--- src/rtl/idn_pkg.sv ---
// Shared types, constants and helpers for the IMEI digit normaliser.
`timescale 1ns / 1ps

package idn_pkg;

  localparam int NUM_DIGITS    = 16;  // digit store depth
  localparam int COUNT_SAT     = 17;  // count holds here once past the store
  localparam int LUHN_DIGITS   = 14;
  localparam int TAC_DIGITS    = 8;
  localparam int SERIAL_DIGITS = 6;
  localparam int RADIX         = 10;
  localparam int MAX_DIGIT     = 9;

  localparam int CNT_W    = $clog2(COUNT_SAT + 1);
  localparam int IDX_W    = $clog2(NUM_DIGITS);
  localparam int IMEI_W   = 4 * LUHN_DIGITS;
  localparam int TAC_W    = 4 * TAC_DIGITS;
  localparam int SERIAL_W = 4 * SERIAL_DIGITS;
  localparam int VER_W    = 8;

  localparam logic [3:0] FILLER_NIB = 4'hF;
  localparam logic [7:0] ASCII_ZERO = 8'h30;
  localparam logic [7:0] ASCII_NINE = 8'h39;

  localparam logic FMT_TEXT = 1'b0;
  localparam logic FMT_BCD  = 1'b1;

  localparam logic [1:0] KIND_INVALID  = 2'd0;
  localparam logic [1:0] KIND_FOURTEEN = 2'd1;
  localparam logic [1:0] KIND_FIFTEEN  = 2'd2;
  localparam logic [1:0] KIND_SIXTEEN  = 2'd3;

  localparam int QDEPTH = 2;

  typedef enum logic [2:0] {
    SK_SKIP,
    SK_TEXT_DIG,
    SK_NIB_DIG,
    SK_FILLER,
    SK_BAD
  } slot_kind_t;

  typedef struct packed {
    slot_kind_t kind;
    logic [3:0] value;
  } slot_t;

  // one classified byte: up to two nibble slots, low nibble first
  typedef struct packed {
    slot_t s0;
    slot_t s1;
    logic  last;
  } qitem_t;

  // Luhn doubling of a digit on odd positions
  function automatic logic [3:0] luhn_dbl(input logic [3:0] d);
    logic [4:0] t;
    begin
      t = {d, 1'b0};
      if (t > 5'(MAX_DIGIT)) begin
        t = t - 5'(MAX_DIGIT);
      end
      return t[3:0];
    end
  endfunction

endpackage

--- src/rtl/idn_queue.sv ---
// Short item queue between front and back end.
`timescale 1ns / 1ps

module idn_queue
  import idn_pkg::*;
(
  input  logic   clk,
  input  logic   rst_n,
  input  logic   push,
  input  qitem_t push_item,
  output logic   full,
  input  logic   pop,
  output logic   head_valid,
  output qitem_t head_item
);

  localparam int PTR_W = $clog2(QDEPTH);
  localparam int OCC_W = $clog2(QDEPTH + 1);

  qitem_t             mem_r [QDEPTH];
  logic [PTR_W-1:0]   wr_ptr_r, wr_ptr_nxt;
  logic [PTR_W-1:0]   rd_ptr_r, rd_ptr_nxt;
  logic [OCC_W-1:0]   occ_r, occ_nxt;

  assign full       = (occ_r == OCC_W'(QDEPTH));
  assign head_valid = (occ_r != '0);
  assign head_item  = mem_r[rd_ptr_r];

  always_comb begin
    wr_ptr_nxt = wr_ptr_r;
    rd_ptr_nxt = rd_ptr_r;
    occ_nxt    = occ_r;
    if (push) begin
      wr_ptr_nxt = (wr_ptr_r == PTR_W'(QDEPTH - 1)) ? '0 : wr_ptr_r + PTR_W'(1);
    end
    if (pop) begin
      rd_ptr_nxt = (rd_ptr_r == PTR_W'(QDEPTH - 1)) ? '0 : rd_ptr_r + PTR_W'(1);
    end
    if (push && !pop) begin
      occ_nxt = occ_r + OCC_W'(1);
    end else if (pop && !push) begin
      occ_nxt = occ_r - OCC_W'(1);
    end
  end

  always_ff @(posedge clk) begin
    if (!rst_n) begin
      wr_ptr_r <= '0;
      rd_ptr_r <= '0;
      occ_r    <= '0;
    end else begin
      wr_ptr_r <= wr_ptr_nxt;
      rd_ptr_r <= rd_ptr_nxt;
      occ_r    <= occ_nxt;
    end
  end

  always_ff @(posedge clk) begin
    if (push) begin
      mem_r[wr_ptr_r] <= push_item;
    end
  end

endmodule

--- config.mk ---
export PLATFORM = sky130hd
export DESIGN_NAME = idn_queue
export DESIGN_NICKNAME = d
export VERILOG_FILES = /design/src/rtl/idn_pkg.sv /design/src/rtl/idn_queue.sv
export SDC_FILE = /design/constraint.sdc
export NUM_CORES = 1
export LEC_CHECK = 0
export BUFFER_PORTS_ARGS = -buffer_cell sky130_fd_sc_hd__buf_2
export CAP_MARGIN = 20
export CORE_ASPECT_RATIO = 0.7
export CORE_MARGIN = 3
export CORE_UTILIZATION = 38
export DETAILED_ROUTE_END_ITERATION = 6
export SETUP_SLACK_MARGIN = 0.02
export SLEW_MARGIN = 20
export SYNTH_ARGS = -nofsm -noshare
export SYNTH_HDL_FRONTEND = slang
export SYNTH_SLANG_ARGS = --single-unit
--- constraint.sdc ---
create_clock -name clk -period 3.7 [get_ports clk]
set_input_delay 0.74 -clock clk [delete_from_list [all_inputs] [get_ports clk]]
set_output_delay 0.74 -clock clk [all_outputs]
set_load 0.03 [all_outputs]
==> impl_metrics.json, run 1 <==
{
  "p_int_uw": 653,
  "area_delta_synth_final_pct": 24.5,
  "synthCells": 69,
  "layout-drive-gt1-share_pct": 53.2,
  "die_area_sq_um": 4180,
  "tightest_slew_ps": 698,
  "slowest_stage": "dfxtp_1",
  "synth_top_family_by_area": "multiplexers",
  "clock_latency_ps": 280,
  "setup_tns_ps": 0,
  "design_area_sq_um": 1620,
  "hold_viol_final": 0,
  "final-setup-viol-count": 0,
  "max_stage_delay_ps": 760,
  "ys_types": 17,
  "drt_wl_total_um": 2140,
  "rows": 17,
  "synth_fp_nets": 89,
  "slew_violations": 0,
  "cts_max_path_buffers": 2,
  "final_antenna_net_count": 0,
  "p_sw_uw": 210,
  "synthSimpleGateAreaFrac_pct": 4.51,
  "route.detailed.drc": 0,
  "start_util_pct": 40.6,
  "grt.overflow.total": 0,
  "io_pins": 36,
  "synth_top_area_cell": "edfxtp_1",
  "powerDensity_nw_per_um2": 532,
  "num-fill-cells": 294,
  "swShare_pct": 24.4,
  "nets": 130,
  "clock_sinks": 35,
  "fmax_ghz": 0.422,
  "dp_hpwl_um": 1460,
  "power_frac_comb_pct": 14.4,
  "holdPathEnd": "occ_r[1]",
  "critPathBufInv": 1,
  "crit_cells": 2,
  "rsz0062_at_grt": "no",
  "cts-root-buf": "clkbuf_8",
  "holdPathStages": 2,
  "yosys.area.top_type_share_pct": 69.1,
  "post_cts_buffers": 0,
  "synthTopCellsByCount": "edfxtp_1, mux2_2, dfxtp_1, and2_1",
  "criticalPathCategory": "register to primary output",
  "synth_edf_count": 30,
  "synthFlopType": "edfxtp_1",
  "cts_tree": "yes",
  "synth_seq_cells": 35,
  "ys_warn_count": 0,
  "dr.pass1.iters": 3,
  "cp_top_family": "flip-flops",
  "clk_pin_slew_ps": 60,
  "die_width_um": 76.0,
  "io_buffers": 35,
  "seq_power_share_pct": 54.2,
  "ctsResizeCount": 0,
  "cp.required_ps": 2960,
  "hold-worst-slack_ps": 506,
  "synthesis.area_sq_um": 1300,
  "diodes": 0,
  "avgSynthCellArea_sq_um": 18.9,
  "hp-class": "register to register",
  "p_leak_uw": 0.000629,
  "grt.total_usage_pct": 11.4,
  "muxShareOfSynthArea_pct": 13.0,
  "critPathLaunchType": "register",
  "r2r_cells": 2,
  "core-area_sq_um": 3210,
  "async_flop_share_pct": 0,
  "ir_drop_mv": 0.294,
  "crit_fanout": 15,
  "min_period_over_period_pct": 64.0,
  "vias": 697,
  "p_clk_share_pct": 31.5,
  "end_kind": "primary output",
  "seq_area_frac_synth_pct": 76.8,
  "first_global_vias": 728,
  "worstPathArrival_ps": 1630,
  "htree_levels": 2,
  "routed_via_density": 4.41,
  "grt_max_degree": 16,
  "status": "completed",
  "slew_headroom_pct": 53.5,
  "dieHeight_um": 55.0,
  "maxCapViolCount": 0,
  "synth-compound-area-share_pct": 1.54,
  "drt_iter0_drc": 51,
  "synth_most_common_cell": "edfxtp_1",
  "final.setup_skew_ps": 2.90,
  "grt_pass1_wl_um": 3390,
  "wl_per_cell_um": 13.6,
  "r2r_end": "mem_r[0][13]",
  "cts_hold_buf": 0,
  "rrSetupSlack_ps": 2250,
  "synth_xor_area_share_pct": 2.02,
  "crit_chain": "mux2_2 -> buf_2",
  "r2r-start": "wr_ptr_r",
  "antenna_found_initial": 0,
  "post_dp_cell_area_sq_um": 1530,
  "synth_fa_ha_area_share_pct": 0.960,
  "cts_buffers": 5,
  "gp_congestion": 0.674,
  "worstHoldStart": "occ_r[1]",
  "min_period_ps": 2370,
  "synthTopCellsByArea": "edfxtp_1, mux2_2, dfxtp_1"
}
==> power groups by stage <==
stage               registers [uW]  clock network, uW  logic, uW
floorplan                      468                  0       94.4
global placement               475                  0        124
detailed placement             477                  0        126
finish                         467                272        124
global route                   470                302        135
CTS                            468                283        127
==> worst register-to-register path, cell delays in order (launching register included) <==
cell     delay [ps]
dfxtp_1         320
nor2b_1         530
buf_4           310
==> per-stage QoR <==
step           utilization, %  setup WS [ps]  total power [uW]  std cells
3_5_place_dp             47.7           1600               602        150
5_1_grt                  50.5           1230               907        158
3_3_place_gp             47.7           1600               599        150
2_1_floorplan               -           1820               562         69
4_1_cts                  50.5           1290               878        158
6_report                 50.5           1330               863        158
==> worst max-delay path by stage <==
stage,from,end,slack [ps]
finish,register,head_item[10],1330
global route,register,head_item[10],1230
CTS,register,head_item[10],1290
detailed placement,push,mem_r[0][13],1600
global placement,register,head_item[4],1600
floorplan,push,mem_r[0][0],1820
==> final cells by class <==
type / instances / area [sq um] / share of cell area, %
sequential: 35 / 1000 / 61.7
multi-input combinational: 31 / 287 / 17.7
timing repair buffer: 36 / 183 / 11.3
clock buffer: 7 / 86.3 / 5.32
tap: 47 / 58.8 / 3.62
clock inverter: 1 / 3.75 / 0.231
inverter: 1 / 3.75 / 0.231
==> layer usage <==
layer	track usage, %	vias up	wire length (um)
met4	6.33	0	35
met2	18.7	23	999
li1	-	342	-
met3	4.21	5	134
met1	13.5	327	972
met5	0	-	0
==> sequential cells by signal (all words and copies together), names as in the netlist, named ones only <==
| signal | flops |
|---|---|
| mem_r | 30 |
| rd_ptr_r | 1 |
| wr_ptr_r | 1 |
| occ_r | 2 |
==> kinds of logic (layout without fill, tap and decap cells) <==
kind of cell	Yosys count	after routing
adders and majority gates	1	1
DFF	35	35
and+or+nand+nor	9	9
AOI/OAI and AO/OA	3	3
buffers and inverters	3	45
muxes	15	15
xor gates and xnor gates	3	3
==> layout by cell type, fill, tap and decap left out, drive strengths merged <==
cell type,Yosys,final
o21a,1,1
and2b,1,1
a21boi,1,1
ha,1,1
xnor2,1,1
and2,4,4
or3,1,1
clkinv,0,1
dfxtp,5,5
mux2,15,15
clkbuf,0,7
edfxtp,30,30
xor2,2,2
o21ai,1,1
or2,1,1
buf,2,36
inv,1,1
nor2b,2,2
Note: power is estimated with default switching activity, not from simulation.
==> inputs of run 2 (changes only) <==
clock period = 2.4 ns   (was 3.7 ns; I/O delays follow)
==> impl_metrics.json, run 2 (synthesis results as in run 1) <==
{
  "first_global_vias": 699,
  "io_pins": 36,
  "largest_reg_flops": 30,
  "wl_per_cell_um": 13.6,
  "cp.required_ps": 1920,
  "pre_cts_slack_ps": 547,
  "drt_iter0_drc": 18,
  "final-setup-viol-count": 0,
  "grt.overflow.total": 0,
  "reg.largest.list": "mem_r (30), occ_r (2)",
  "crit_fanout": 15,
  "nets": 130,
  "antenna_found_initial": 0,
  "route.detailed.drc": 0,
  "htree_levels": 2,
  "end_kind": "primary output",
  "min_period_over_period_pct": 88.7,
  "clock_sinks": 35,
  "post_dp_cell_area_sq_um": 1530,
  "p_leak_uw": 0.000623,
  "cts_buffers": 5,
  "final_common_cell": "buf_2",
  "max_stage_delay_ps": 760,
  "design_area_sq_um": 1610,
  "status": "completed",
  "r2r_end": "mem_r[0][6]",
  "post-route-worst-setup-slack_ps": 272,
  "worstHoldStart": "push_item[8]",
  "final.setup_skew_ps": 7.10,
  "routed_via_density": 4.35,
  "tightest_slew_ps": 710,
  "rrSetupSlack_ps": 1050,
  "final_core_util_pct": 50.2,
  "cts_max_path_buffers": 2,
  "holdPathEnd": "mem_r[0][8]",
  "setup_tns_ps": 0,
  "holdPathStages": 1,
  "r2r-start": "wr_ptr_r",
  "rows": 17,
  "ff_latch_area_sq_um": 1000,
  "layout-drive-gt1-share_pct": 52.3,
  "multiInputGateArea_sq_um": 287,
  "vias": 688,
  "gp_congestion": 0.678,
  "final_cell_mix": "buf_2, edfxtp_1, mux2_2, dfxtp_1, clkbuf_8",
  "top_register": "mem_r",
  "final_antenna_net_count": 0,
  "hold_viol_final": 0,
  "grt.total_usage_pct": 10.8,
  "maxCapViolCount": 0,
  "slowest_stage": "dfxtp_1",
  "hp-class": "input pin to register",
  "critPathLaunchType": "register",
  "rsz0062_at_grt": "no",
  "powerDensity_nw_per_um2": 810,
  "grt_max_degree": 16,
  "ir_drop_mv": 0.426,
  "io_buffers": 35,
  "post_cts_buffers": 0,
  "dr.pass1.iters": 4,
  "cts_hold_buf": 0,
  "r2r_cells": 2,
  "start_util_pct": 40.6,
  "ctsResizeCount": 0,
  "diodes": 0,
  "clock_latency_ps": 270,
  "num-fill-cells": 291,
  "cts-root-buf": "clkbuf_8",
  "clk_pin_slew_ps": 70,
  "drt_wl_total_um": 2150,
  "dp_hpwl_um": 1490,
  "slew_violations": 0,
  "core-area_sq_um": 3210,
  "min_period_ps": 2130,
  "crit_chain": "mux2_2 -> buf_2",
  "fmax_ghz": 0.470,
  "grt_pass1_wl_um": 3220,
  "area_delta_synth_final_pct": 23.7,
  "die_area_sq_um": 4180,
  "worstPathArrival_ps": 1650,
  "slew_headroom_pct": 52.7,
  "cts_tree": "yes",
  "dieHeight_um": 55.0,
  "criticalPathCategory": "register to primary output",
  "die_width_um": 76.0
}
## run 2: cell count changes in the layout (fill, tap and decap cells not counted), sizes merged
| cell | change |
|---|---|
| clkbuf | +1 |
| clkinv | -1 |
## run 2: worst max-delay path by stage
stage	start	to	slack, ps
detailed placement	register	head_item[7]	550
global placement	register	head_item[7]	560
floorplan	push	mem_r[0][0]	780
global route	register	head_item[7]	190
finish	register	head_item[7]	270
CTS	register	head_item[7]	250
## run 2: per-layer routing
layer / global-route usage [%] / wire length (um) / vias up
li1: - / - / 338
met1: 12.7 / 1000 / 327
met2: 17.2 / 996 / 21
met3: 5.34 / 139 / 2
met4: 4.52 / 9 / 0
met5: 0 / 0 / -
## run 2: where the power goes
part	internal (uW)	leakage, uW	switching (uW)
Combinational	77.5	0.000260	115
Clock	206	0.0000395	187
Sequential	699	0.000323	21.6
Total	983	0.000623	324
## run 2: worst max-delay path: cells and delay by family, from the launching register on
family	cells	cell delay, ps
buffers and inverters	1	180
DFF	1	760
muxes	1	430
## run 2: metrics by stage
stage | hold slack [ps] | std cells | power [uW]
floorplan | 461 | 69 | 867
global placement | 486 | 150 | 924
detailed placement | 521 | 150 | 930
CTS | 381 | 158 | 1320
global route | 379 | 158 | 1360
finish | 388 | 158 | 1310
## run 2: final cells by class
class / instances / share of cell area [%]
inverter: 1 / 0.233
timing repair buffer: 36 / 11.3
sequential: 35 / 62.1
clock buffer: 8 / 4.97
multi-input combinational: 31 / 17.8
tap: 47 / 3.65
==> inputs of run 3 (changes only) <==
BUFFER_PORTS_ARGS = -buffer_cell sky130_fd_sc_hd__buf_4   (was -buffer_cell sky130_fd_sc_hd__buf_2)
==> impl_metrics.json, run 3 (synthesis results as in run 1) <==
{
  "status": "completed",
  "use_met3_pct": 5.18,
  "setup_tns_ps": 0,
  "hp-class": "input pin to register",
  "cts_max_path_buffers": 2,
  "final_antenna_net_count": 0,
  "ir_drop_mv": 0.376,
  "drt_iter0_drc": 48,
  "worstPathArrival_ps": 1620,
  "grt.total_usage_pct": 11.0,
  "nets": 132,
  "fmax_ghz": 0.477,
  "clk_pin_slew_ps": 70,
  "top_register": "mem_r",
  "worstHoldStart": "push_item[6]",
  "reg.largest.list": "mem_r (30), occ_r (2)",
  "cts_buffers": 5,
  "crit_chain": "mux2_2 -> buf_4",
  "io_pins": 36,
  "route.detailed.drc": 0,
  "htree_levels": 2,
  "cts_hold_buf": 0,
  "io_buffers": 35,
  "cp_top_family": "flip-flops",
  "cp.required_ps": 1920,
  "r2r-start": "wr_ptr_r",
  "final.setup_skew_ps": 3.49,
  "grt_max_degree": 16,
  "antenna_found_initial": 0,
  "met2_usage_pct": 16.6,
  "dp_hpwl_um": 1520,
  "die_area_sq_um": 4180,
  "final-setup-viol-count": 0,
  "tightest_slew_ps": 669,
  "die_width_um": 76.0,
  "power_uw": 1330,
  "ctsResizeCount": 0,
  "critPathLaunchType": "register",
  "grt.overflow.total": 0,
  "design_area_sq_um": 1720,
  "cts-root-buf": "clkbuf_8",
  "start_util_pct": 40.6,
  "grt_busiest_layer": "met2",
  "drt_wl_total_um": 2130,
  "cts_tree": "yes",
  "rsz0062_at_grt": "no",
  "vias": 699,
  "core-area_sq_um": 3210,
  "slew_violations": 0,
  "dr.pass1.iters": 3,
  "num-fill-cells": 273,
  "crit_fanout": 15,
  "largest_reg_flops": 30,
  "p_leak_uw": 0.000665,
  "layout-drive-gt1-share_pct": 54.0,
  "wl_per_cell_um": 13.3,
  "max_stage_delay_ps": 750,
  "diodes": 0,
  "final_common_cell": "buf_4",
  "slew_headroom_pct": 55.3,
  "maxCapViolCount": 0,
  "rows": 17,
  "hold-worst-slack_ps": 388,
  "clock_sinks": 35,
  "final_core_util_pct": 53.4,
  "met1_usage_pct": 13.6,
  "clock_latency_ps": 270,
  "post_cts_buffers": 0,
  "end_kind": "primary output",
  "dieHeight_um": 55.0,
  "area_delta_synth_final_pct": 31.7,
  "slowest_stage": "dfxtp_1",
  "min_period_ps": 2100,
  "first_global_vias": 702,
  "gp_congestion": 0.710,
  "routed_via_density": 4.37,
  "critPathBufInv": 1,
  "hold_viol_final": 0,
  "criticalPathCategory": "register to primary output",
  "final_cell_mix": "buf_4, edfxtp_1, mux2_2, dfxtp_1, clkbuf_8",
  "powerDensity_nw_per_um2": 776,
  "post_dp_cell_area_sq_um": 1640,
  "min_period_over_period_pct": 87.3,
  "grt_pass1_wl_um": 3330
}
## run 3: worst register-to-register path, stage by stage (launching register included)
cell,delay [ps]
dfxtp_1,340
and2_1,280
buf_4,250
## run 3: worst paths after layout
check | end | slack, ps | cells past startpoint
setup / recovery | head_item[7] | 300 | 2
hold reg to reg | occ_r[1] | 500 | 2
setup reg to reg | mem_r[1][10] | 1220 | 2
hold / removal | mem_r[0][6] | 390 | 1
## run 3: where the power goes
part           total (uW)  switching, uW  leakage, uW  internal [uW]
Sequential            720           20.8     0.000323            699
Combinational         223            117     0.000300            106
Clock                 389            186    0.0000422            203
## run 3: metrics by stage
stage | setup WS (ps) | instances
2_1_floorplan | 778 | 69
3_3_place_gp | 559 | 152
3_5_place_dp | 571 | 152
4_1_cts | 261 | 160
5_1_grt | 213 | 160
6_report | 304 | 160
## run 3: layout make-up
| class | count | area (sq um) | share of cell area, % |
|---|---|---|---|
| timing repair buffer | 38 | 285 | 16.6 |
| clock inverter | 1 | 5.00 | 0.292 |
| clock buffer | 7 | 76.3 | 4.45 |
| sequential | 35 | 1000 | 58.3 |
| tap | 47 | 58.8 | 3.43 |
| multi-input combinational | 31 | 287 | 16.7 |
| inverter | 1 | 3.75 | 0.219 |
## run 3: routing by layer
metal  vias up  wire, um
met2        21      1010
li1        340         -
met5         -         0
met4         0         9
met1       336       978
met3         2       131
