## src/rtl/idn_pkg.sv

```systemverilog
// Shared types, constants and helpers for the IMEI digit normaliser.
`timescale 1ns / 1ps

package idn_pkg;

  localparam int NUM_DIGITS    = 16;  // digit store depth
  localparam int COUNT_SAT     = 17;  // count holds here once past the store
  localparam int LUHN_DIGITS   = 14;
  localparam int TAC_DIGITS    = 8;
  localparam int SERIAL_DIGITS = 6;
  localparam int RADIX         = 10;
  localparam int MAX_DIGIT     = 9;

  localparam int CNT_W    = $clog2(COUNT_SAT + 1);
  localparam int IDX_W    = $clog2(NUM_DIGITS);
  localparam int IMEI_W   = 4 * LUHN_DIGITS;
  localparam int TAC_W    = 4 * TAC_DIGITS;
  localparam int SERIAL_W = 4 * SERIAL_DIGITS;
  localparam int VER_W    = 8;

  localparam logic [3:0] FILLER_NIB = 4'hF;
  localparam logic [7:0] ASCII_ZERO = 8'h30;
  localparam logic [7:0] ASCII_NINE = 8'h39;

  localparam logic FMT_TEXT = 1'b0;
  localparam logic FMT_BCD  = 1'b1;

  localparam logic [1:0] KIND_INVALID  = 2'd0;
  localparam logic [1:0] KIND_FOURTEEN = 2'd1;
  localparam logic [1:0] KIND_FIFTEEN  = 2'd2;
  localparam logic [1:0] KIND_SIXTEEN  = 2'd3;

  localparam int QDEPTH = 2;

  typedef enum logic [2:0] {
    SK_SKIP,
    SK_TEXT_DIG,
    SK_NIB_DIG,
    SK_FILLER,
    SK_BAD
  } slot_kind_t;

  typedef struct packed {
    slot_kind_t kind;
    logic [3:0] value;
  } slot_t;

  // one classified byte: up to two nibble slots, low nibble first
  typedef struct packed {
    slot_t s0;
    slot_t s1;
    logic  last;
  } qitem_t;

  // Luhn doubling of a digit on odd positions
  function automatic logic [3:0] luhn_dbl(input logic [3:0] d);
    logic [4:0] t;
    begin
      t = {d, 1'b0};
      if (t > 5'(MAX_DIGIT)) begin
        t = t - 5'(MAX_DIGIT);
      end
      return t[3:0];
    end
  endfunction

endpackage

```

## src/rtl/idn_in_if.sv

```systemverilog
// Input byte channel.
`timescale 1ns / 1ps

interface idn_in_if;
  logic       valid;
  logic       ready;
  logic [7:0] data_byte;
  logic       is_last;

  modport source (output valid, output data_byte, output is_last, input ready);
  modport sink   (input valid, input data_byte, input is_last, output ready);
endinterface

```

## src/rtl/idn_cfg_if.sv

```systemverilog
// Configuration write channel.
`timescale 1ns / 1ps

interface idn_cfg_if;
  logic valid;
  logic ready;
  logic input_format;

  modport source (output valid, output input_format, input ready);
  modport sink   (input valid, input input_format, output ready);
endinterface

```

## src/rtl/idn_front.sv

```systemverilog
// Front end: format register and per-byte classification (ASCII digit or BCD nibbles).
`timescale 1ns / 1ps

module idn_front
  import idn_pkg::*;
(
  input  logic        clk,
  input  logic        rst_n,
  idn_cfg_if.sink     cfg_if,
  idn_in_if.sink      in_if,
  input  logic        q_full,
  output logic        push,
  output qitem_t      push_item
);

  logic fmt_r, fmt_nxt;

  function automatic slot_t nib_class(input logic [3:0] n);
    slot_t s;
    begin
      s.value = n;
      if (n == FILLER_NIB) begin
        s.kind = SK_FILLER;
      end else if (n > 4'(MAX_DIGIT)) begin
        s.kind = SK_BAD;
      end else begin
        s.kind = SK_NIB_DIG;
      end
      return s;
    end
  endfunction

  assign cfg_if.ready = 1'b1;

  always_comb begin
    fmt_nxt = fmt_r;
    if (cfg_if.valid) begin
      fmt_nxt = cfg_if.input_format;
    end
  end

  always_ff @(posedge clk) begin
    if (!rst_n) begin
      fmt_r <= FMT_TEXT;
    end else begin
      fmt_r <= fmt_nxt;
    end
  end

  assign in_if.ready = !q_full;
  assign push        = in_if.valid && !q_full;

  always_comb begin
    push_item.last     = in_if.is_last;
    push_item.s1.kind  = SK_SKIP;
    push_item.s1.value = in_if.data_byte[7:4];
    push_item.s0.value = in_if.data_byte[3:0];
    push_item.s0.kind  = SK_SKIP;
    if (fmt_r == FMT_BCD) begin
      push_item.s0 = nib_class(in_if.data_byte[3:0]);
      push_item.s1 = nib_class(in_if.data_byte[7:4]);
    end else if (in_if.data_byte inside {[ASCII_ZERO:ASCII_NINE]}) begin
      push_item.s0.kind = SK_TEXT_DIG;
    end
  end

endmodule

```

## src/flat_wrapper.sv

```systemverilog
// flat-port wrapper written by rule: the top's interface ports become plain ports
module idn_front_flat import idn_pkg::*;
  (clk, rst_n, q_full, push, push_item, cfg_if_valid, cfg_if_input_format, cfg_if_ready, in_if_valid, in_if_data_byte, in_if_is_last, in_if_ready);
  idn_cfg_if cfg_if_i ();
  idn_in_if in_if_i ();
  input  logic clk;
  input  logic rst_n;
  input  logic q_full;
  output logic push;
  output qitem_t push_item;
  input wire logic [$bits(cfg_if_i.valid)-1:0] cfg_if_valid;
  input wire logic [$bits(cfg_if_i.input_format)-1:0] cfg_if_input_format;
  output wire logic [$bits(cfg_if_i.ready)-1:0] cfg_if_ready;
  input wire logic [$bits(in_if_i.valid)-1:0] in_if_valid;
  input wire logic [$bits(in_if_i.data_byte)-1:0] in_if_data_byte;
  input wire logic [$bits(in_if_i.is_last)-1:0] in_if_is_last;
  output wire logic [$bits(in_if_i.ready)-1:0] in_if_ready;
  assign cfg_if_i.valid = cfg_if_valid;
  assign cfg_if_i.input_format = cfg_if_input_format;
  assign cfg_if_ready = cfg_if_i.ready;
  assign in_if_i.valid = in_if_valid;
  assign in_if_i.data_byte = in_if_data_byte;
  assign in_if_i.is_last = in_if_is_last;
  assign in_if_ready = in_if_i.ready;
  idn_front u_core (.clk(clk), .rst_n(rst_n), .cfg_if(cfg_if_i), .in_if(in_if_i), .q_full(q_full), .push(push), .push_item(push_item));
endmodule
```

## config.mk

```make
export PLATFORM = sky130hd
export DESIGN_NAME = idn_front_flat
export DESIGN_NICKNAME = d
export VERILOG_FILES = /design/src/rtl/idn_pkg.sv /design/src/rtl/idn_in_if.sv /design/src/rtl/idn_cfg_if.sv /design/src/rtl/idn_front.sv /design/src/flat_wrapper.sv
export SDC_FILE = /design/constraint.sdc
export NUM_CORES = 1
export LEC_CHECK = 0
export BUFFER_PORTS_ARGS = -buffer_cell sky130_fd_sc_hd__buf_2
export CORE_AREA = 8 8 45 47
export DETAILED_ROUTE_END_ITERATION = 12
export DIE_AREA = 0 0 53 55
export PLACE_DENSITY = 0.51
export SYNTH_ARGS = -nofsm -noshare
export SYNTH_HDL_FRONTEND = slang
export SYNTH_SLANG_ARGS = --single-unit
```

## constraint.sdc

```tcl
create_clock -name clk -period 0.8 [get_ports clk]
set_input_delay 0.04 -clock clk [delete_from_list [all_inputs] [get_ports clk]]
set_output_delay 0.04 -clock clk [all_outputs]
set_load 0.05 [all_outputs]
```

==> summary.txt, run 1 <==
Final period utilization: 109%
Reg2Reg Setup Slack: 60 ps
Clock latency on the worst-skew pair: 0 ps
Postcts setup bufs: 0
Setup Skew: 0 ps
Peak supply drop: 0.000435 V
Worst-path clk slew: 0 ps
Static leakage: 0.236 nW
Max FFs per register: 1
Clock network power share: 0%
Post-DP HPWL: 701 um
Switch Pwr: 0.000217 W
Via count: 282
I/O pin count: 33
Post-synthesis sequential area ratio: 9.14%
Synth cell types: 19
Hold_sp: in_if_is_last
Fin cells: 72
Crit path kind: flop to primary output
Hold_buf cts: 0
Storage cell area: 23.8 um2
Top Registers: u_core.fmt_r x1
Cells after DPL: 72
Pwr Total: 0.000382 W
Hold/Removal Path Class: input pin to primary output
Fin util: 33.8%
Fin worst setup slack: -72.3 ps
Initial core utilization: 15.8%
Synthesized flop and latch total: 1
Post-route setup TNS: -130 ps
Comb power frac: 85.4%
Fmax achieved: 1.15 GHz
R2R cell count: 3
Syn avg cell area: 7.06 um2
Total wire length: 789 um
Layout cell share with drive strength beyond 1: 83.9%
Worst r2r src: u_core.fmt_r$_SDFFE_PN0P_
WL per Instance: 11.0 um
Overflow after GRT: 0
Drt drc: 0
Max-cap violations: 0
Crit path arrival time: 830 ps
Num rows: 14
RSZ-0062 raised after global routing: true
Startpoint types: flop
Reg2Reg Capture Point: u_core.fmt_r$_SDFFE_PN0P_
Post-Syn Area: 219 um2
Most common cell after layout, fill and taps aside: buf_2
Failing checks: setup timing
Area growth syn-to-layout: 114%
Mean number of vias per cell: 3.92
Multi-input logic area: 181 um2
Pre-antenna DRT Iters: 2
Die extent in x: 53 um
Synthesized instance count: 31
Detail Route Antenna Nets: 0
Worst Setup End Kind: primary output
Initial antenna violation count: 0
Synth Warn #: 0
Vias in the first global route: 295
Minimum clock period: 872 ps
Status: finished with violations
1st-iter DRT viols: 1
Syn Nets: 46
Critical path data required time: 760 ps
Die area: 2920 um2
Post-layout nets: 73
Core area: 1380 um2
Worst setup path startpoint: u_core.fmt_r$_SDFFE_PN0P_
PD cells: 817 nW/um2
Gp weighted congestion: 0.638
First-pass GRT wire length: 1.17 mm
# setup viols final: 2
Fill count: 154
Commonest non-fill, non-tap cells in the layout: buf_2, buf_6, buf_4
Reg with most FFs: u_core.fmt_r
Pin count of the biggest net entering global routing: 7
Die H: 55 um
CP endpoint: push_item[7]
Port buffer count: 29
Sequential Power Share: 14.6%
Internal Power: 0.000165 W
Critical path peak fanout: 6
Max Slew Vio Count: 0
Hold Vio Cnt, Final: 0
All-Layer GR Usage: 4.91%
# diodes: 0
Sw Share: 56.9%
-- synthesized netlist by cell type (all sizes together) --
master	instances	share of area, %
nand4	1	2.9
o211ai	1	3.4
mux2i	1	4.6
and2	1	2.9
and3	2	6.3
nor3	1	4.6
nor2b	4	13
buf	10	34
conb	1	1.7
nor2	1	1.7
dfxtp	1	9.1
inv	1	1.7
nand2	1	1.7
o21a	1	3.4
nand3	1	2.3
o21ai	3	6.9
-- worst min path at each step --
stage | end | cells after the start
after global routing | push_item[0] | 0
after detailed placement | push_item[0] | 0
after global placement | push_item[0] | 0
final | push_item[0] | 0
after CTS | push_item[0] | 0
after floorplan | u_core.fmt_r$_SDFFE_PN0P_ | 1
-- critical path, cell delays in order, from the launching register on --
cell and delay, ps:
dfxtp_4 330, buf_6 110, o211ai_1 120, nor2_4 100, buf_6 160
-- cell type report --
class                   count  share of cell area [%]
flip-flops and latches      1                    5.08
multi-input cells          19                    38.8
inverters                   1                   0.802
repair buffers             35                    51.1
well taps                  16                    4.28
-- cells by family after synthesis --
family / count (synthesis) / share of synthesized area (%)
AND/OR/NAND/NOR: 12 / 34.9
buffers and inverters: 11 / 36.0
AO/OA/AOI/OAI: 5 / 13.7
multiplexers: 1 / 4.57
flip-flops: 1 / 9.14
other: 1 / 1.71
-- repair_timing --
action	in CTS	in global routing
resized for setup	18	6
pin swaps	4	0
setup endpoints to repair	6	7
-- through the flow --
| step | setup slack (ps) | hold slack [ps] | cell area [um2] |
|---|---|---|---|
| detailed placement | -239 | 80.3 | 384 |
| CTS | -71.6 | 80.3 | 447 |
| global placement | -235 | 80.3 | 384 |
| floorplan | -72.3 | 167 | 249 |
| finish | -72.3 | 80.1 | 468 |
| global route | -135 | 80.4 | 468 |
-- power groups by stage --
stage,Combinational (W),Sequential [W],Clock (W)
2_1_floorplan,0.000231,0.0000572,0
3_3_place_gp,0.000291,0.0000551,0
3_5_place_dp,0.000291,0.0000552,0
4_1_cts,0.000321,0.0000559,0
5_1_grt,0.000344,0.0000565,0
6_report,0.000326,0.0000558,0
-- per-layer routing --
layer  GRT usage, %  up-vias  wire [um]
met1           5.45      115        291
met4              0        0          0
met2           9.38       20        398
li1               -      147          -
met3           1.60        0         99
met5              0        -          0
Power figures use the tool's default switching activity.
==> run 2: changes to the inputs <==
==> constraint.sdc (replaced) <==
create_clock -name clk -period 0.85 [get_ports clk]
set_input_delay 0.0425 -clock clk [delete_from_list [all_inputs] [get_ports clk]]
set_output_delay 0.0425 -clock clk [all_outputs]
set_load 0.05 [all_outputs]
==> run 2 against run 1 <==
Against the previous run: the flow still finishes with violations (setup timing); hold slack improved by 5.6 ps; critical path depth stayed put; combinational power decreased by 8.6%; worst setup slack improved by 46 ps; cell area shrank 5.6%; sequential cell count did not move; total power fell by 7.9%; register-to-register slack better by 180 ps; clock skew unchanged; sequential share of layout area shrank 0.26 points; die area unchanged; critical endpoint unchanged; largest cell class unchanged.
==> summary.txt, run 2 (synthesis gave the netlist of run 1 again) <==
Status: finished with violations
Failing checks: setup timing
Fmax achieved: 1.14 GHz
Worst setup path startpoint: u_core.fmt_r$_SDFFE_PN0P_
First-pass GRT wire length: 1.27 mm
Drt drc: 0
Worst slack, placed: -179 ps
Area growth syn-to-layout: 102%
Reg2Reg Setup Slack: 240 ps
Hold/Removal Path Class: input pin to primary output
All-Layer GR Usage: 5.29%
Max-cap violations: 0
Fin worst setup slack: -26.6 ps
Commonest non-fill, non-tap cells in the layout: buf_2, buf_6, buf_4
Post-DP HPWL: 718 um
Max FFs per register: 1
Num rows: 14
Sw Share: 57.5%
Clock latency on the worst-skew pair: 0 ps
Hold Crit Endpoint: push_item[0]
Die area: 2920 um2
Layout cell share with drive strength beyond 1: 83.6%
Port buffer count: 29
Setup Skew: 0 ps
Mean number of vias per cell: 4.06
Core area: 1380 um2
Max Slew Vio Count: 0
Peak supply drop: 0.000287 V
Clock network power share: 0%
Worst r2r src: u_core.fmt_r$_SDFFE_PN0P_
Critical path peak fanout: 6
Gp weighted congestion: 0.675
Top Registers: u_core.fmt_r x1
PD cells: 797 nW/um2
1st-iter DRT viols: 1
Worst-path clk slew: 0 ps
Reg with most FFs: u_core.fmt_r
Crit path arrival time: 830 ps
Postcts setup bufs: 0
Switch Pwr: 0.000202 W
Pwr Total: 0.000352 W
Fill count: 150
WL per Instance: 11.8 um
# diodes: 0
Pin count of the biggest net entering global routing: 7
Post-layout nets: 72
Die extent in x: 53 um
Pre-antenna DRT Iters: 2
Reg2Reg Capture Point: u_core.fmt_r$_SDFFE_PN0P_
Final period utilization: 103%
Fin cells: 71
Initial core utilization: 15.8%
Sequential Power Share: 15.4%
I/O pin count: 33
Worst Setup End Kind: primary output
Critical path data required time: 810 ps
Die H: 55 um
Detail Route Antenna Nets: 0
Internal Power: 0.000150 W
Hold_sp: in_if_is_last
Startpoint types: flop
Overflow after GRT: 0
Most common cell after layout, fill and taps aside: buf_2
Vias in the first global route: 336
Static leakage: 0.230 nW
# setup viols final: 1
Total wire length: 835 um
Cells after DPL: 71
R2R cell count: 2
Crit path kind: flop to primary output
Via count: 288
Minimum clock period: 877 ps
Comb power frac: 84.6%
RSZ-0062 raised after global routing: true
WHS Path Cells: 0
Initial antenna violation count: 0
Hold Vio Cnt, Final: 0
[run 2: cell types whose count changed in the layout (fill, tap and decap cells not counted), sizes merged]
cell  change
buf       -1
[run 2: final cells by class]
cell class	count	area (um2)	area share [%]
Timing Repair Buffer	34	224	50.7
Tap cell	16	20.0	4.53
Sequential cell	1	21.3	4.82
Inverter	1	3.75	0.850
Multi-Input combinational cell	19	173	39.1
[run 2: worst max path at each step]
stage,cells past startpoint,end
floorplan,3,push_item[12]
detailed placement,4,push_item[12]
global placement,4,push_item[12]
CTS,4,push_item[7]
global route,4,push_item[7]
finish,4,push_item[7]
[run 2: power by group through the flow]
stage                     registers [W]  clock network (W)  logic (W)
final                         0.0000543                  0   0.000298
after global routing          0.0000547                  0   0.000314
after CTS                     0.0000544                  0   0.000289
after detailed placement      0.0000538                  0   0.000271
after global placement        0.0000536                  0   0.000270
after floorplan               0.0000555                  0   0.000218
[run 2: metal layers]
layer,vias up,global-route usage [%],share of wire (%)
li1,143,-,-
met1,120,5.44,41
met2,25,10.2,41
met3,0,2.41,18
met4,0,0,0
met5,-,0,0
[run 2: per-stage QoR]
step	hold WS, ps	util, %	instance area [um2]	TNS (ps)
after global routing	85.3	31.9	442	-107
after detailed placement	86.2	27.0	374	-578
final	85.7	31.9	442	-26.6
after global placement	86.2	27.0	374	-526
after CTS	86.2	29.9	414	-48.0
after floorplan	171	-	246	-13.0
[run 2: critical path, stage by stage, from the launching register on]
cell and delay (ps):
dfxtp_2 330, buf_6 120, o211ai_1 120, nor2_4 110, buf_6 160
[run 2: repair_timing]
action                                  CTS  global route
hold buffers                              0             0
endpoints found under the hold margin     0             0
endpoints found under the setup margin    6             5
resized for setup                        13             6
pin swaps                                 4             0
==> run 3: changes to the inputs <==
--- a/config.mk
+++ b/config.mk
@@ -9,7 +9,7 @@
 export CORE_AREA = 8 8 45 47
 export DETAILED_ROUTE_END_ITERATION = 12
 export DIE_AREA = 0 0 53 55
-export PLACE_DENSITY = 0.51
+export PLACE_DENSITY = 0.53
 export SYNTH_ARGS = -nofsm -noshare
 export SYNTH_HDL_FRONTEND = slang
 export SYNTH_SLANG_ARGS = --single-unit
==> constraint.sdc (replaced) <==
create_clock -name clk -period 0.8 [get_ports clk]
set_input_delay 0.04 -clock clk [delete_from_list [all_inputs] [get_ports clk]]
set_output_delay 0.04 -clock clk [all_outputs]
set_load 0.05 [all_outputs]
==> run 3 against run 2 <==
Against the previous run: the run still ends with setup timing left; total power is 5.0% higher; largest cell class unchanged; first-iteration DRC count grew to 4.0 times the previous value; highest routed layer unchanged; combinational power is 5% higher; worst setup slack worse by 43 ps; critical endpoint unchanged; critical path depth stayed put; global-route usage is 0.87 points lower; wire length is 11% lower; final cell count stayed put.
==> summary.txt, run 3 (synthesis gave the netlist of run 1 again) <==
Sw Share: 57.2%
# setup viols final: 3
1st-iter DRT viols: 4
Slowest-stage cell, CP: dfxtp_4
Via count: 273
Overflow after GRT: 0
Critical path depth in cells: 4
Post-DP HPWL: 686 um
I/O pin count: 33
Initial antenna violation count: 0
WP buf/inv: 2
Critical path peak fanout: 6
Die extent in x: 53 um
Port buffer count: 29
Comb power frac: 84.8%
Most common cell after layout, fill and taps aside: buf_2
Setup Skew: 0 ps
RSZ-0062 raised after global routing: true
Hold_buf cts: 0
Worst Setup End Kind: primary output
Hold/Removal Path Class: input pin to primary output
Fin worst setup slack: -69.7 ps
Internal Power: 0.000158 W
Reg with most FFs: u_core.fmt_r
Die area: 2920 um2
Post-route setup TNS: -140 ps
Pin count of the biggest net entering global routing: 7
Fmax achieved: 1.15 GHz
Design area: 442 um2
Placed Area: 377 um2
Max-cap violations: 0
WL per Instance: 10.5 um
Minimum clock period: 870 ps
Crit path arrival time: 830 ps
Gp weighted congestion: 0.722
Die H: 55 um
Fin util: 31.9%
Startpoint types: flop
Status: finished with violations
Worst-path clk slew: 0 ps
Area growth syn-to-layout: 102%
Max FFs per register: 1
Clock network power share: 0%
Hold Vio Cnt, Final: 0
Vias in the first global route: 298
Final period utilization: 109%
CP peak stage delay: 340 ps
Failing checks: setup timing
Num rows: 14
Pre-antenna DRT Iters: 2
Total wire length: 742 um
Crit path kind: flop to primary output
R2R cell count: 2
Sequential Power Share: 15.2%
Max Slew Vio Count: 0
Commonest non-fill, non-tap cells in the layout: buf_2, buf_6, buf_4
WHS Path Cells: 0
Detail Route Antenna Nets: 0
Peak supply drop: 0.000294 V
Postcts setup bufs: 0
Critical path data required time: 760 ps
Switch Pwr: 0.000211 W
Clock latency on the worst-skew pair: 0 ps
Drt drc: 0
Layout cell share with drive strength beyond 1: 83.6%
Post-layout nets: 72
Crit path top cell by count: buf_6
CP delay by family, top: flip-flops
# diodes: 0
Initial core utilization: 15.8%
First-pass GRT wire length: 1.09 mm
Top Registers: u_core.fmt_r x1
Mean number of vias per cell: 3.85
Core area: 1380 um2
Crit-path cells: buf_6, o211ai_1, nor2_4, buf_6
PD cells: 836 nW/um2
All-Layer GR Usage: 4.42%
Static leakage: 0.231 nW
==> run 3: cell counts in the layout (fill, tap and decap cells not counted) <==
Identical to the previous run, type by type.
==> run 3: stage by stage <==
stage          total power [W]  setup WS, ps  std cells  hold WS (ps)
6_report              0.000369         -69.7         71          80.0
5_1_grt               0.000386          -121         71          80.1
4_1_cts               0.000368         -74.4         71          80.6
3_5_place_dp          0.000342          -247         71          80.6
3_3_place_gp          0.000342          -233         71          80.6
2_1_floorplan         0.000289         -72.3         31           167
==> run 3: worst paths after layout <==
check,from,endpoint,slack (ps)
min,in_if_is_last,push_item[0],80
max reg2reg,u_core.fmt_r$_SDFFE_PN0P_,u_core.fmt_r$_SDFFE_PN0P_,170
min reg2reg,u_core.fmt_r$_SDFFE_PN0P_,u_core.fmt_r$_SDFFE_PN0P_,530
max,u_core.fmt_r$_SDFFE_PN0P_,push_item[7],-70
==> run 3: layout make-up <==
type	count	area (um2)
flip-flops and latches	1	23.8
fillers	156	942
multi-input cells	19	166
repair buffers	34	228
well taps	16	20.0
inverters	1	3.75
==> run 3: routing by layer <==
layer  global-route usage [%]  wire length [um]
met1                     6.19               354
met2                     7.03               268
met3                     1.07               119
met4                        0                 0
met5                        0                 0
==> run 3: power groups by stage <==
stage                     combinational [W]  clock, W  sequential (W)
final                              0.000313         0       0.0000560
after global routing               0.000329         0       0.0000572
after CTS                          0.000312         0       0.0000560
after detailed placement           0.000287         0       0.0000553
after global placement             0.000287         0       0.0000551
after floorplan                    0.000231         0       0.0000572
==> run 3: worst reg2reg max path, cell delays in order, from the launching register on <==
cell and delay [ps]:
dfxtp_4 330, mux2i_1 120, nor2b_1 50
==> run 3: timing repair <==
item                       in CTS  in global routing
pin swaps                       4                  0
resized for setup              17                  3
setup endpoints to repair       6                  6
